==> config.mk <==
export PLATFORM = sky130hd
export DESIGN_NAME = positional_ordered_list
export DESIGN_NICKNAME = d
export VERILOG_FILES = /design/src/sv/pol_pkg.sv /design/src/sv/pol_ram.sv /design/src/sv/positional_ordered_list.sv
export SDC_FILE = /design/constraint.sdc
export NUM_CORES = 1
export LEC_CHECK = 0
export BUFFER_PORTS_ARGS = -buffer_cell sky130_fd_sc_hd__buf_2
export CELL_PAD_IN_SITES_DETAIL_PLACEMENT = 1
export CELL_PAD_IN_SITES_GLOBAL_PLACEMENT = 1
export CORE_MARGIN = 5
export CORE_UTILIZATION = 45
export DETAILED_ROUTE_END_ITERATION = 6
export GPL_TIMING_DRIVEN = 0
export PLACE_DENSITY_LB_ADDON = 0.1
export RECOVER_POWER = 25
export SYNTH_ARGS = -nofsm -noshare
export SYNTH_HDL_FRONTEND = slang
export SYNTH_SLANG_ARGS = --single-unit
export TNS_END_PERCENT = 10
==> constraint.sdc <==
create_clock -name clock -period 7.8 [get_ports clock]
set_input_delay 0.78 -clock clock [delete_from_list [all_inputs] [get_ports clock]]
set_output_delay 0.78 -clock clock [all_outputs]
set_load 0.01 [all_outputs]
==> src/sv/pol_pkg.sv <==
// pol_pkg: shared constants for the positional ordered list
// operation and status codes, field widths and parameter defaults; no dependencies
package pol_pkg;

   localparam int DefaultCapacity  = 16;
   localparam int DefaultDataWidth = 32;

   localparam int OpWidth     = 3;
   localparam int PosWidth    = 5;
   localparam int ValueWidth  = 32;
   localparam int StatusWidth = 2;
   localparam int CountWidth  = 5;

   localparam logic [OpWidth-1:0] OP_INSERT   = 3'd0;
   localparam logic [OpWidth-1:0] OP_DELETE   = 3'd1;
   localparam logic [OpWidth-1:0] OP_RETRIEVE = 3'd2;
   localparam logic [OpWidth-1:0] OP_REPLACE  = 3'd3;
   localparam logic [OpWidth-1:0] OP_CLEAR    = 3'd4;

   localparam logic [StatusWidth-1:0] ST_OK    = 2'd0;
   localparam logic [StatusWidth-1:0] ST_RANGE = 2'd1;
   localparam logic [StatusWidth-1:0] ST_FULL  = 2'd2;

endpackage

==> src/sv/pol_ram.sv <==
// pol_ram: entry store of the positional ordered list
// one write port and one registered read port; uses pol_pkg for defaults
module pol_ram
   import pol_pkg::*;
#(
   parameter int DEPTH = DefaultCapacity,
   parameter int WIDTH = DefaultDataWidth,
   localparam int AW   = (DEPTH > 1) ? $clog2(DEPTH) : 1
) (
   input  logic             clock,
   input  logic             wr_en,
   input  logic [AW-1:0]    wr_addr,
   input  logic [WIDTH-1:0] wr_data,
   input  logic [AW-1:0]    rd_addr,
   output logic [WIDTH-1:0] rd_data
);

   logic [WIDTH-1:0] mem [DEPTH];
   logic [WIDTH-1:0] rd_data_ff;

   always_ff @(posedge clock) begin
      if (wr_en) begin
         mem[wr_addr] <= wr_data;
      end
   end

   always_ff @(posedge clock) begin
      rd_data_ff <= mem[rd_addr];
   end

   assign rd_data = rd_data_ff;

endmodule

==> src/sv/positional_ordered_list.sv <==
// positional_ordered_list: top level with request decode and move sequencer
// depends on pol_pkg and pol_ram
//
// Ordered list of up to CAPACITY entries with insert, delete, retrieve, replace and
// clear at a list position; every request beat gives one response beat with the
// value read, a status and the entry count. Entries live in a single-port-write,
// registered-read memory and a small sequencer moves them one at a time through that
// port, reading each moved entry and writing it back. An insert shifts the entries
// from the position up by one place and a delete shifts the later ones down; a clear
// or a rejected request moves nothing. req_tready is high only while the sequencer
// is idle; a finished response waits in an output register, so the next request can
// be taken before it is collected. No clearing pass follows reset.
module positional_ordered_list
   import pol_pkg::*;
#(
   parameter int CAPACITY   = DefaultCapacity,
   parameter int DATA_WIDTH = DefaultDataWidth
) (
   input  logic        clock,
   input  logic        reset,
   input  logic        req_tvalid,
   output logic        req_tready,
   input  logic [39:0] req_tdata,   // position[4:0], value_in[36:5], zero[39:37]
   input  logic [2:0]  req_tuser,   // operation[2:0]
   output logic        rsp_tvalid,
   input  logic        rsp_tready,
   output logic [39:0] rsp_tdata,   // value_out[31:0], entry_count[36:32], zero[39:37]
   output logic [1:0]  rsp_tuser    // status[1:0]
);

   localparam int AW   = (CAPACITY > 1) ? $clog2(CAPACITY) : 1;
   localparam int CW   = $clog2(CAPACITY + 1);
   localparam int CMPW = (CW > PosWidth) ? CW : PosWidth;
   localparam logic [CMPW-1:0] CapLimit = CMPW'(CAPACITY);

   localparam logic [2:0] S_IDLE   = 3'd0;
   localparam logic [2:0] S_UP     = 3'd1;
   localparam logic [2:0] S_UP_WR  = 3'd2;
   localparam logic [2:0] S_PUT    = 3'd3;
   localparam logic [2:0] S_GET_RD = 3'd4;
   localparam logic [2:0] S_GET    = 3'd5;
   localparam logic [2:0] S_DN     = 3'd6;
   localparam logic [2:0] S_DN_WR  = 3'd7;
   // response hand-off uses its own flag so the state stays three bits
   logic done_ff, done_in;

   logic [2:0]            state_ff, state_in;
   logic [CW-1:0]         count_ff, count_in;
   logic [CW-1:0]         idx_ff, idx_in;
   logic [CW-1:0]         pos_ff, pos_in;
   logic [OpWidth-1:0]    op_ff, op_in;
   logic [DATA_WIDTH-1:0] val_ff, val_in;
   logic [DATA_WIDTH-1:0] result_ff, result_in;
   logic [StatusWidth-1:0] status_ff, status_in;

   logic                  rsp_valid_ff, rsp_valid_in;
   logic [ValueWidth-1:0] rsp_value_ff, rsp_value_in;
   logic [StatusWidth-1:0] rsp_status_ff, rsp_status_in;
   logic [CountWidth-1:0] rsp_count_ff, rsp_count_in;

   logic [OpWidth-1:0]    req_op;
   logic [PosWidth-1:0]   req_pos;
   logic [ValueWidth-1:0] req_value;
   logic                  req_fire;
   logic [CMPW-1:0]       pos_ext, cnt_ext;

   logic [CW-1:0]         step;
   logic                  more;
   logic                  wr_en;
   logic [AW-1:0]         wr_addr, rd_addr;
   logic [DATA_WIDTH-1:0] wr_data, rd_data;
   logic [63:0]           value_wide, result_wide;
   logic                  rsp_free;

   assign req_op    = req_tuser;
   assign req_pos   = req_tdata[4:0];
   assign req_value = req_tdata[36:5];
   assign req_tready = (state_ff == S_IDLE) && !done_ff;
   assign req_fire  = req_tvalid && req_tready;
   assign pos_ext   = CMPW'(req_pos);
   assign cnt_ext   = CMPW'(count_ff);
   assign value_wide = 64'(req_value);
   assign rsp_free  = !rsp_valid_ff || rsp_tready;

   // shared index unit: one step and one compare per cycle
   always_comb begin
      if (state_ff == S_UP || state_ff == S_UP_WR) begin
         step = idx_ff - CW'(1);
         more = idx_ff > pos_ff;
      end else begin
         step = idx_ff + CW'(1);
         more = step < count_ff;
      end
   end

   assign rd_addr = (state_ff == S_GET_RD) ? pos_ff[AW-1:0] : step[AW-1:0];

   always_comb begin
      wr_en   = 1'b0;
      wr_addr = pos_ff[AW-1:0];
      wr_data = val_ff;
      case (state_ff)
         S_UP_WR: begin
            wr_en   = 1'b1;
            wr_addr = idx_ff[AW-1:0];
            wr_data = rd_data;
         end
         S_DN_WR: begin
            wr_en   = 1'b1;
            wr_addr = idx_ff[AW-1:0];
            wr_data = rd_data;
         end
         S_PUT: begin
            wr_en = 1'b1;
         end
         default: begin
            wr_en = 1'b0;
         end
      endcase
   end

   pol_ram #(
      .DEPTH (CAPACITY),
      .WIDTH (DATA_WIDTH)
   ) u_ram (
      .clock   (clock),
      .wr_en   (wr_en),
      .wr_addr (wr_addr),
      .wr_data (wr_data),
      .rd_addr (rd_addr),
      .rd_data (rd_data)
   );

   always_comb begin
      state_in  = state_ff;
      done_in   = done_ff;
      count_in  = count_ff;
      idx_in    = idx_ff;
      pos_in    = pos_ff;
      op_in     = op_ff;
      val_in    = val_ff;
      result_in = result_ff;
      status_in = status_ff;

      case (state_ff)
         S_IDLE: begin
            if (req_fire) begin
               op_in     = req_op;
               pos_in    = CW'(pos_ext);
               val_in    = value_wide[DATA_WIDTH-1:0];
               result_in = '0;
               status_in = ST_OK;
               done_in   = 1'b1;
               case (req_op)
                  OP_INSERT: begin
                     if (cnt_ext == CapLimit) begin
                        status_in = ST_FULL;
                     end else if (pos_ext > cnt_ext) begin
                        status_in = ST_RANGE;
                     end else begin
                        idx_in   = count_ff;
                        done_in  = 1'b0;
                        state_in = S_UP;
                     end
                  end
                  OP_DELETE, OP_RETRIEVE, OP_REPLACE: begin
                     if (pos_ext >= cnt_ext) begin
                        status_in = ST_RANGE;
                     end else begin
                        idx_in   = CW'(pos_ext);
                        done_in  = 1'b0;
                        state_in = (req_op == OP_REPLACE) ? S_PUT : S_GET_RD;
                     end
                  end
                  OP_CLEAR: begin
                     count_in = '0;
                  end
                  default: begin
                     status_in = ST_OK;
                  end
               endcase
            end else if (done_ff && rsp_free) begin
               done_in = 1'b0;
            end
         end
         S_UP: begin
            state_in = more ? S_UP_WR : S_PUT;
         end
         S_UP_WR: begin
            idx_in   = step;
            state_in = S_UP;
         end
         S_PUT: begin
            if (op_ff == OP_INSERT) begin
               count_in = count_ff + CW'(1);
            end
            done_in  = 1'b1;
            state_in = S_IDLE;
         end
         S_GET_RD: begin
            state_in = S_GET;
         end
         S_GET: begin
            result_in = rd_data;
            if (op_ff == OP_DELETE) begin
               state_in = S_DN;
            end else begin
               done_in  = 1'b1;
               state_in = S_IDLE;
            end
         end
         S_DN: begin
            if (more) begin
               state_in = S_DN_WR;
            end else begin
               count_in = count_ff - CW'(1);
               done_in  = 1'b1;
               state_in = S_IDLE;
            end
         end
         S_DN_WR: begin
            idx_in   = step;
            state_in = S_DN;
         end
         default: begin
            state_in = S_IDLE;
         end
      endcase
   end

   assign result_wide = 64'(result_ff);

   // response register: loaded from the finished request when the slot is free
   always_comb begin
      rsp_valid_in  = rsp_valid_ff;
      rsp_value_in  = rsp_value_ff;
      rsp_status_in = rsp_status_ff;
      rsp_count_in  = rsp_count_ff;
      if (rsp_valid_ff && rsp_tready) begin
         rsp_valid_in = 1'b0;
      end
      if (state_ff == S_IDLE && done_ff && rsp_free) begin
         rsp_valid_in  = 1'b1;
         rsp_value_in  = result_wide[ValueWidth-1:0];
         rsp_status_in = status_ff;
         rsp_count_in  = CountWidth'(count_ff);
      end
   end

   always_ff @(posedge clock) begin
      if (reset) begin
         state_ff     <= S_IDLE;
         done_ff      <= 1'b0;
         count_ff     <= '0;
         rsp_valid_ff <= 1'b0;
      end else begin
         state_ff     <= state_in;
         done_ff      <= done_in;
         count_ff     <= count_in;
         rsp_valid_ff <= rsp_valid_in;
      end
   end

   always_ff @(posedge clock) begin
      idx_ff        <= idx_in;
      pos_ff        <= pos_in;
      op_ff         <= op_in;
      val_ff        <= val_in;
      result_ff     <= result_in;
      status_ff     <= status_in;
      rsp_value_ff  <= rsp_value_in;
      rsp_status_ff <= rsp_status_in;
      rsp_count_ff  <= rsp_count_in;
   end

   assign rsp_tvalid = rsp_valid_ff;
   assign rsp_tdata  = {3'b000, rsp_count_ff, rsp_value_ff};
   assign rsp_tuser  = rsp_status_ff;

endmodule
==> metrics, run 1 <==
status=finished, violations left; violated checks=capacitance limit, slew limit; cell mode on critical path=clkbuf_1; CTS tree=done; Max-slew headroom=-124%; total CTS buffers=71; pin count of the biggest net entering global routing=26; Root Buffer=clkbuf_16; reg-to-reg startpoint=state_ff[2]; cell count after placement=approximately 2,100; routed vias/inst=roughly 5.6; VDD IR max=0.000259 V; global-route wire length before repair=between 90,000 and 100,000 um; r2r worst-path depth=5; #FFs+latches synth=about 670; CTS max path bufs=3; CP endpoint=result_ff[21]; Core Area=roughly 56,000 um2; port bufs=between 80 and 90; WL per Instance=27.3 um; total routed wirelength=60,700 um; post-route cell area=about 30,000 um2; I/O Pins=between 90 and 100; gr ovfl total=0; Area after DPL=around 28,000 um2; P&R area growth vs syn=15.7%; DP Wirelength=37,600 um; DIE AREA=~62,000 um2; row cnt=87; Post-Syn Instances=between 1,000 and 1,500; fin nets=1,473; Int Pwr=roughly 8.3 mW; Sw Ratio=between 30% and 40%; post-cts hold buffer count=0; Reg-to-Reg End=result_ff[21]; Finished Layout Cells=between 2,000 and 2,500; Clock transition at path regs=~0.060 ns; endpoint class of the critical path=flip-flop; Crit path largest cell delay=~2.5 ns; top-count cell post-synth=edfxtp_1; cell taking the most area after synthesis=edfxtp_1; Yosys top cell area share=73.8%; Psw=around 4 mW; Fillers=a little over 5,000; initial core utilization=between 40% and 50%; antenna violations before repair=1; CP required=approximately 8 ns; H-tree levels=3; pre-CTS WS=roughly 3.7 ns; Tot GR Track Use=19.7%; pwr dens=415 nW/um2; Mapped Area=between 20,000 and 30,000 um2; Async S/R FF share, synth=0%; kind of critical path=reg -> reg; number of diodes=0; Hold Vio Cnt, Final=0; post-route worst setup slack=between 2 and 2.5 ns; period utilisation layout=68.8%; Final ANT Viol Nets=0; clk_lat worst skew=roughly 0.60 ns; Post-CTS Setup Inserts=0; 1st-pass router iterations=5; TNS Setup=0 ns; clk_skew=~0.016 ns; register-to-register setup slack=2.43 ns; Die Wd=approximately 250 um; Seq/Total Area, Yosys=just under 80%; combinational fraction of design power=between 30% and 40%; CP cell instances=clkbuf_1, clkbuf_1, nand2_1, o21ai_0, clkbuf_1; Critical Path Source Type=flip-flop; Least-Margin Pin Slew=approximately 3.3 ns; Netlist cell types=57; min Tclk post-route=approximately 5.4 ns; synth warn=0; Slew Viols, Final=between 60 and 70; Post-synth EDFFs=630; RePlAce Congestion=0.771; Synth area leaders=edfxtp_1, mux4_2, dfxtp_1, mux2_2, a221o_1; vias post-DR=about 13,000; CP max stage cell=o21ai_0; Main synth FF type=edfxtp_1; Hold Crit Class=in -> reg; crit path launch=state_ff[2]; Remaining DRCs=0; unrepaired setup endpoints after global routing=false; critical-path maximum fanout=19; Reg power frac=roughly 40%; max-cap violations=3; Worst Path Arrival=5.57 ns; Synth top cells by count=edfxtp_1, mux4_2, dfxtp_1; clock power share=between 20% and 30%; TritonCTS Sinks=around 670; DRT iter0 DRCs=about 900; Peak Freq=~190 MHz; hold depth=1; Die H=249 um; final setup fails=0; leakage=9.58 nW; vias in the first global route=roughly 14,000; layout cells sized above 1=about a quarter; Syn Area/Cell=about 21 um2; post-cts gate resize count=0
-- sequential cells by signal, summed over array words and instances (netlist names), 2 cells and up --
| signal | flops |
|---|---|
| u_ram.mem | 512 |
| result_ff | 32 |
| rsp_value_ff | 32 |
| u_ram.rd_data | 32 |
| val_ff | 32 |
| cnt_ext | 5 |
| idx_ff | 5 |
| pos_ff | 5 |
| rsp_count_ff | 5 |
| op_ff | 3 |
| state_ff | 3 |
| rsp_tuser | 2 |
| status_ff | 2 |
-- metrics by stage --
step                utilization (%)  power, mW  hold slack (ns)
floorplan                         -       7.70            0.400
global placement               47.9       9.09            0.402
detailed placement             48.9       9.23            0.406
CTS                            52.9       12.5            0.305
global route                   52.6       12.9            0.314
finish                         52.6       12.3            0.349
-- layout make-up --
cell class              instances  area (um2)  area share, %
plain buffers                  62         322           1.08
clock buffers                 103        2060           6.95
clock inverters                27         200          0.675
inverters                      16        60.1          0.202
multi-input cells             481        5620           18.9
flip-flops and latches        672       19800           66.6
well taps                     756         946           3.19
repair buffers                102         708           2.39
-- layout by cell type (no fill, tap or decap), types with 7 or more instances in the layout --
cell	instances
dfxtp_1	42
xnor2_1	7
a221o_1	32
a21oi_1	21
and2_0	21
nor2_1	25
nor3_1	9
clkbuf_8	8
mux2_2	26
a22o_1	32
buf_12	13
clkinv_1	11
mux2i_1	8
nand2_1	20
clkbuf_1	111
mux4_2	128
buf_4	8
clkinv_2	11
ha_1	19
buf_2	39
and2_1	11
edfxtp_1	630
inv_1	16
o21ai_0	10
clkbuf_16	75
nor2_4	16
nand3_1	7
buf_6	7
-- per-layer routing --
layer,part of all wire [%],vias to the layer above,GRT usage [%]
li1,-,5446,-
met1,45,6692,28.3
met2,48,300,31.8
met3,4.2,90,3.49
met4,1.9,0,4.79
met5,0,-,0
-- kinds of logic (layout without fill, tap and decap cells) --
kind of cell / count (synthesis) / in the layout / synth area share (%)
compound gates: 134 / 134 / 4.13
xor+xnor: 13 / 13 / 0.444
fa+ha+maj: 20 / 20 / 1.00
buf+inv: 78 / 310 / 1.50
flops: 672 / 672 / 77.0
mux: 168 / 168 / 13.0
other cells: 1 / 3 / 0.0146
simple gates: 143 / 143 / 2.91
-- how the worst min path moves through the flow --
stage	start	to	slack, ns
3_5_place_dp	result_ff[31]	rsp_value_ff[31]	0.41
6_report	req_tdata[29]	val_ff[24]	0.35
3_3_place_gp	result_ff[31]	rsp_value_ff[31]	0.40
5_1_grt	req_tdata[13]	val_ff[8]	0.31
2_1_floorplan	status_ff[0]	rsp_tuser[0]	0.40
4_1_cts	req_tdata[17]	val_ff[12]	0.31
-- power groups by stage --
stage | sequential [mW] | combinational [mW] | clock [mW]
floorplan | 5.01 | 2.69 | 0
global placement | 5.06 | 4.03 | 0
global route | 5.00 | 4.39 | 3.51
detailed placement | 5.03 | 4.21 | 0
finish | 4.97 | 4.07 | 3.27
CTS | 4.96 | 4.23 | 3.35
-- worst max-delay path, delay by kind of cell (launching register included) --
kind | cells | cell delay (ns)
buffers and inverters | 3 | 1.91
AND/OR/NAND/NOR | 1 | 0.18
flip-flops | 1 | 0.38
AO/OA/AOI/OAI | 1 | 2.48
(Power assumes the default switching activity.)
==> run 2, diff against run 1 <==
clock period = 5 ns   (was 7.8 ns; I/O delays follow)
==> metrics, run 2 (same netlist as run 1, synthesis figures left out) <==
Finished Layout Cells=2,219 (unchanged); leakage=9.60 nW (was 9.58 nW); Least-Margin Pin Slew=3.54 ns (was 3.33 ns); period utilisation layout=84.1% (was 68.8%); gr ovfl total=0 (unchanged); Tot GR Track Use=19.7% (unchanged); clock power share=26.5% (was 26.6%); Slew Viols, Final=62 (was 63); Die H=249 um (unchanged); post-cts gate resize count=0 (unchanged); hold depth=1 (unchanged); DP Wirelength=37,600 um (unchanged); Clock transition at path regs=0.06 ns (about the same); I/O Pins=91 (unchanged); routed vias/inst=5.65 (about the same); violated checks=capacitance limit, slew limit (unchanged); Largest Register=u_ram.mem (unchanged); hold slack=0.0686 ns (was 0.349 ns); r2r worst-path depth=5 (unchanged); Hold Vio Cnt, Final=0 (unchanged); Fillers=5,099 (was 5,104); Max-slew headroom=-138% (was -124%); initial core utilization=45.5% (unchanged); pwr dens=647 nW/um2 (was 415 nW/um2); Area after DPL=27,600 um2 (unchanged); combinational fraction of design power=33.2% (was 33.1%); row cnt=87 (unchanged); total CTS buffers=71 (unchanged); Peak Freq=238 MHz (was 186 MHz); CP cell instances=buf_2, buf_2, nand2_1, o21ai_0, buf_12 (was clkbuf_1, clkbuf_1, nand2_1, o21ai_0, clkbuf_1); layout cells sized above 1=23.9% (was 23.6%); H-tree levels=3 (unchanged); CP max stage cell=o21ai_0 (unchanged); cell count after placement=2,089 (unchanged); max-cap violations=3 (unchanged); pre-CTS WS=0.949 ns (was 3.75 ns); post-route cell area=29,700 um2 (about the same); Die Wd=249 um (unchanged); commonest cells after routing, fill and taps aside=edfxtp_1, mux4_2, clkbuf_1, clkbuf_16 (was edfxtp_1, mux4_2, clkbuf_1, clkbuf_16, dfxtp_1); DRT iter0 DRCs=928 (was 923); Core Area=56,400 um2 (unchanged); critical-path maximum fanout=19 (unchanged); pin count of the biggest net entering global routing=26 (unchanged); max FFs per register=512 (unchanged); cell mode on critical path=buf_2 (was clkbuf_1); number of diodes=0 (unchanged); final setup fails=0 (unchanged); fin nets=1,473 (unchanged); Reg power frac=40.3% (about the same); total routed wirelength=60,700 um (about the same); Critical Path Source Type=flip-flop (unchanged); TritonCTS Sinks=672 (unchanged); CP required=5.29 ns (was 8.01 ns); Remaining DRCs=0 (unchanged); Root Buffer=clkbuf_16 (unchanged); vias in the first global route=13,600 (unchanged); Hold Crit Class=in -> reg (unchanged); CTS tree=done (unchanged); post-route worst setup slack=0.794 ns (was 2.43 ns); unrepaired setup endpoints after global routing=false (unchanged); CP delay by family, top=compound AO/OA/AOI/OAI gates (unchanged); 1st-pass router iterations=5 (unchanged); kind of critical path=reg -> reg (unchanged); Post-CTS Setup Inserts=0 (unchanged); Power Total=19.2 mW (was 12.3 mW); CTS max path bufs=3 (unchanged); CP Buf/Inv Count=3 (unchanged); clk_skew=0.0156 ns (about the same); min Tclk post-route=4.21 ns (was 5.37 ns); P&R area growth vs syn=15.8% (was 15.7%); global-route wire length before repair=91,000 um (unchanged); vias post-DR=12,500 (about the same); antenna violations before repair=1 (unchanged); Crit path largest cell delay=2.63 ns (was 2.48 ns); WL per Instance=27.3 um (about the same); Stages on worst setup path=5 (unchanged); Worst Path Arrival=4.50 ns (was 5.57 ns); commonest non-fill, non-tap cell in the layout=edfxtp_1 (unchanged); post-cts hold buffer count=0 (unchanged); Final ANT Viol Nets=0 (unchanged); Psw=6.22 mW (was 3.99 mW); DIE AREA=61,900 um2 (unchanged); port bufs=83 (unchanged); clk_lat worst skew=0.60 ns (about the same); endpoint class of the critical path=flip-flop (unchanged); VDD IR max=0.000403 V (was 0.000259 V); Int Pwr=13.0 mW (was 8.33 mW); status=finished, violations left (unchanged); Sw Ratio=32.3% (was 32.4%); RePlAce Congestion=0.771 (unchanged)
## run 2: changes by cell type in the layout (fill, tap and decap cells not counted), sizes merged
cell / delta
buf: +3
clkbuf: -3
## run 2: worst paths after layout
path / start / to / slack [ns]
worst max-delay path: state_ff[2] / result_ff[21] / 0.79
worst min-delay path: req_tdata[29] / val_ff[24] / 0.07
worst max register to register: state_ff[2] / result_ff[21] / 0.79
worst min register to register: result_ff[13] / rsp_value_ff[13] / 0.42
## run 2: metrics by stage
stage,setup TNS [ns],util [%]
after floorplan,0,-
after global placement,-546.22,47.9
after CTS,0,52.9
after global routing,0,52.7
after detailed placement,0,48.9
final,0,52.7
## run 2: layer usage
layer	GRT usage [%]	share of wire (%)	up-vias	wire length (um)
met3	3.49	4.2	90	2570
li1	-	-	5446	-
met2	31.8	48	309	29300
met4	4.79	1.9	0	1180
met5	0	0	-	0
met1	28.3	45	6692	27600
## run 2: area by class of cell
cell class	instances	area [um2]	share of cell area, %
Inverter	16	60.1	0.202
Sequential cell	672	19800	66.5
Clock inverter	27	200	0.674
Clock buffer	103	2060	6.94
Buffer	62	324	1.09
Tap cell	756	946	3.19
Multi-Input combinational cell	481	5620	18.9
Timing Repair Buffer	102	726	2.44
## run 2: worst reg2reg max path, delay by kind of cell (launching register included)
kind,cells,cell delay [ns]
AOI/OAI and AO/OA,1,2.63
and+or+nand+nor,1,0.13
DFF,1,0.38
buffers and inverters,3,0.73
## run 2: power groups by stage
| stage | sequential [mW] | combinational [mW] | clock [mW] |
|---|---|---|---|
| final | 7.75 | 6.38 | 5.10 |
| after global routing | 7.80 | 6.87 | 5.48 |
| after CTS | 7.73 | 6.60 | 5.23 |
| after detailed placement | 7.84 | 6.56 | 0 |
| after global placement | 7.89 | 6.29 | 0 |
| after floorplan | 7.81 | 4.20 | 0 |
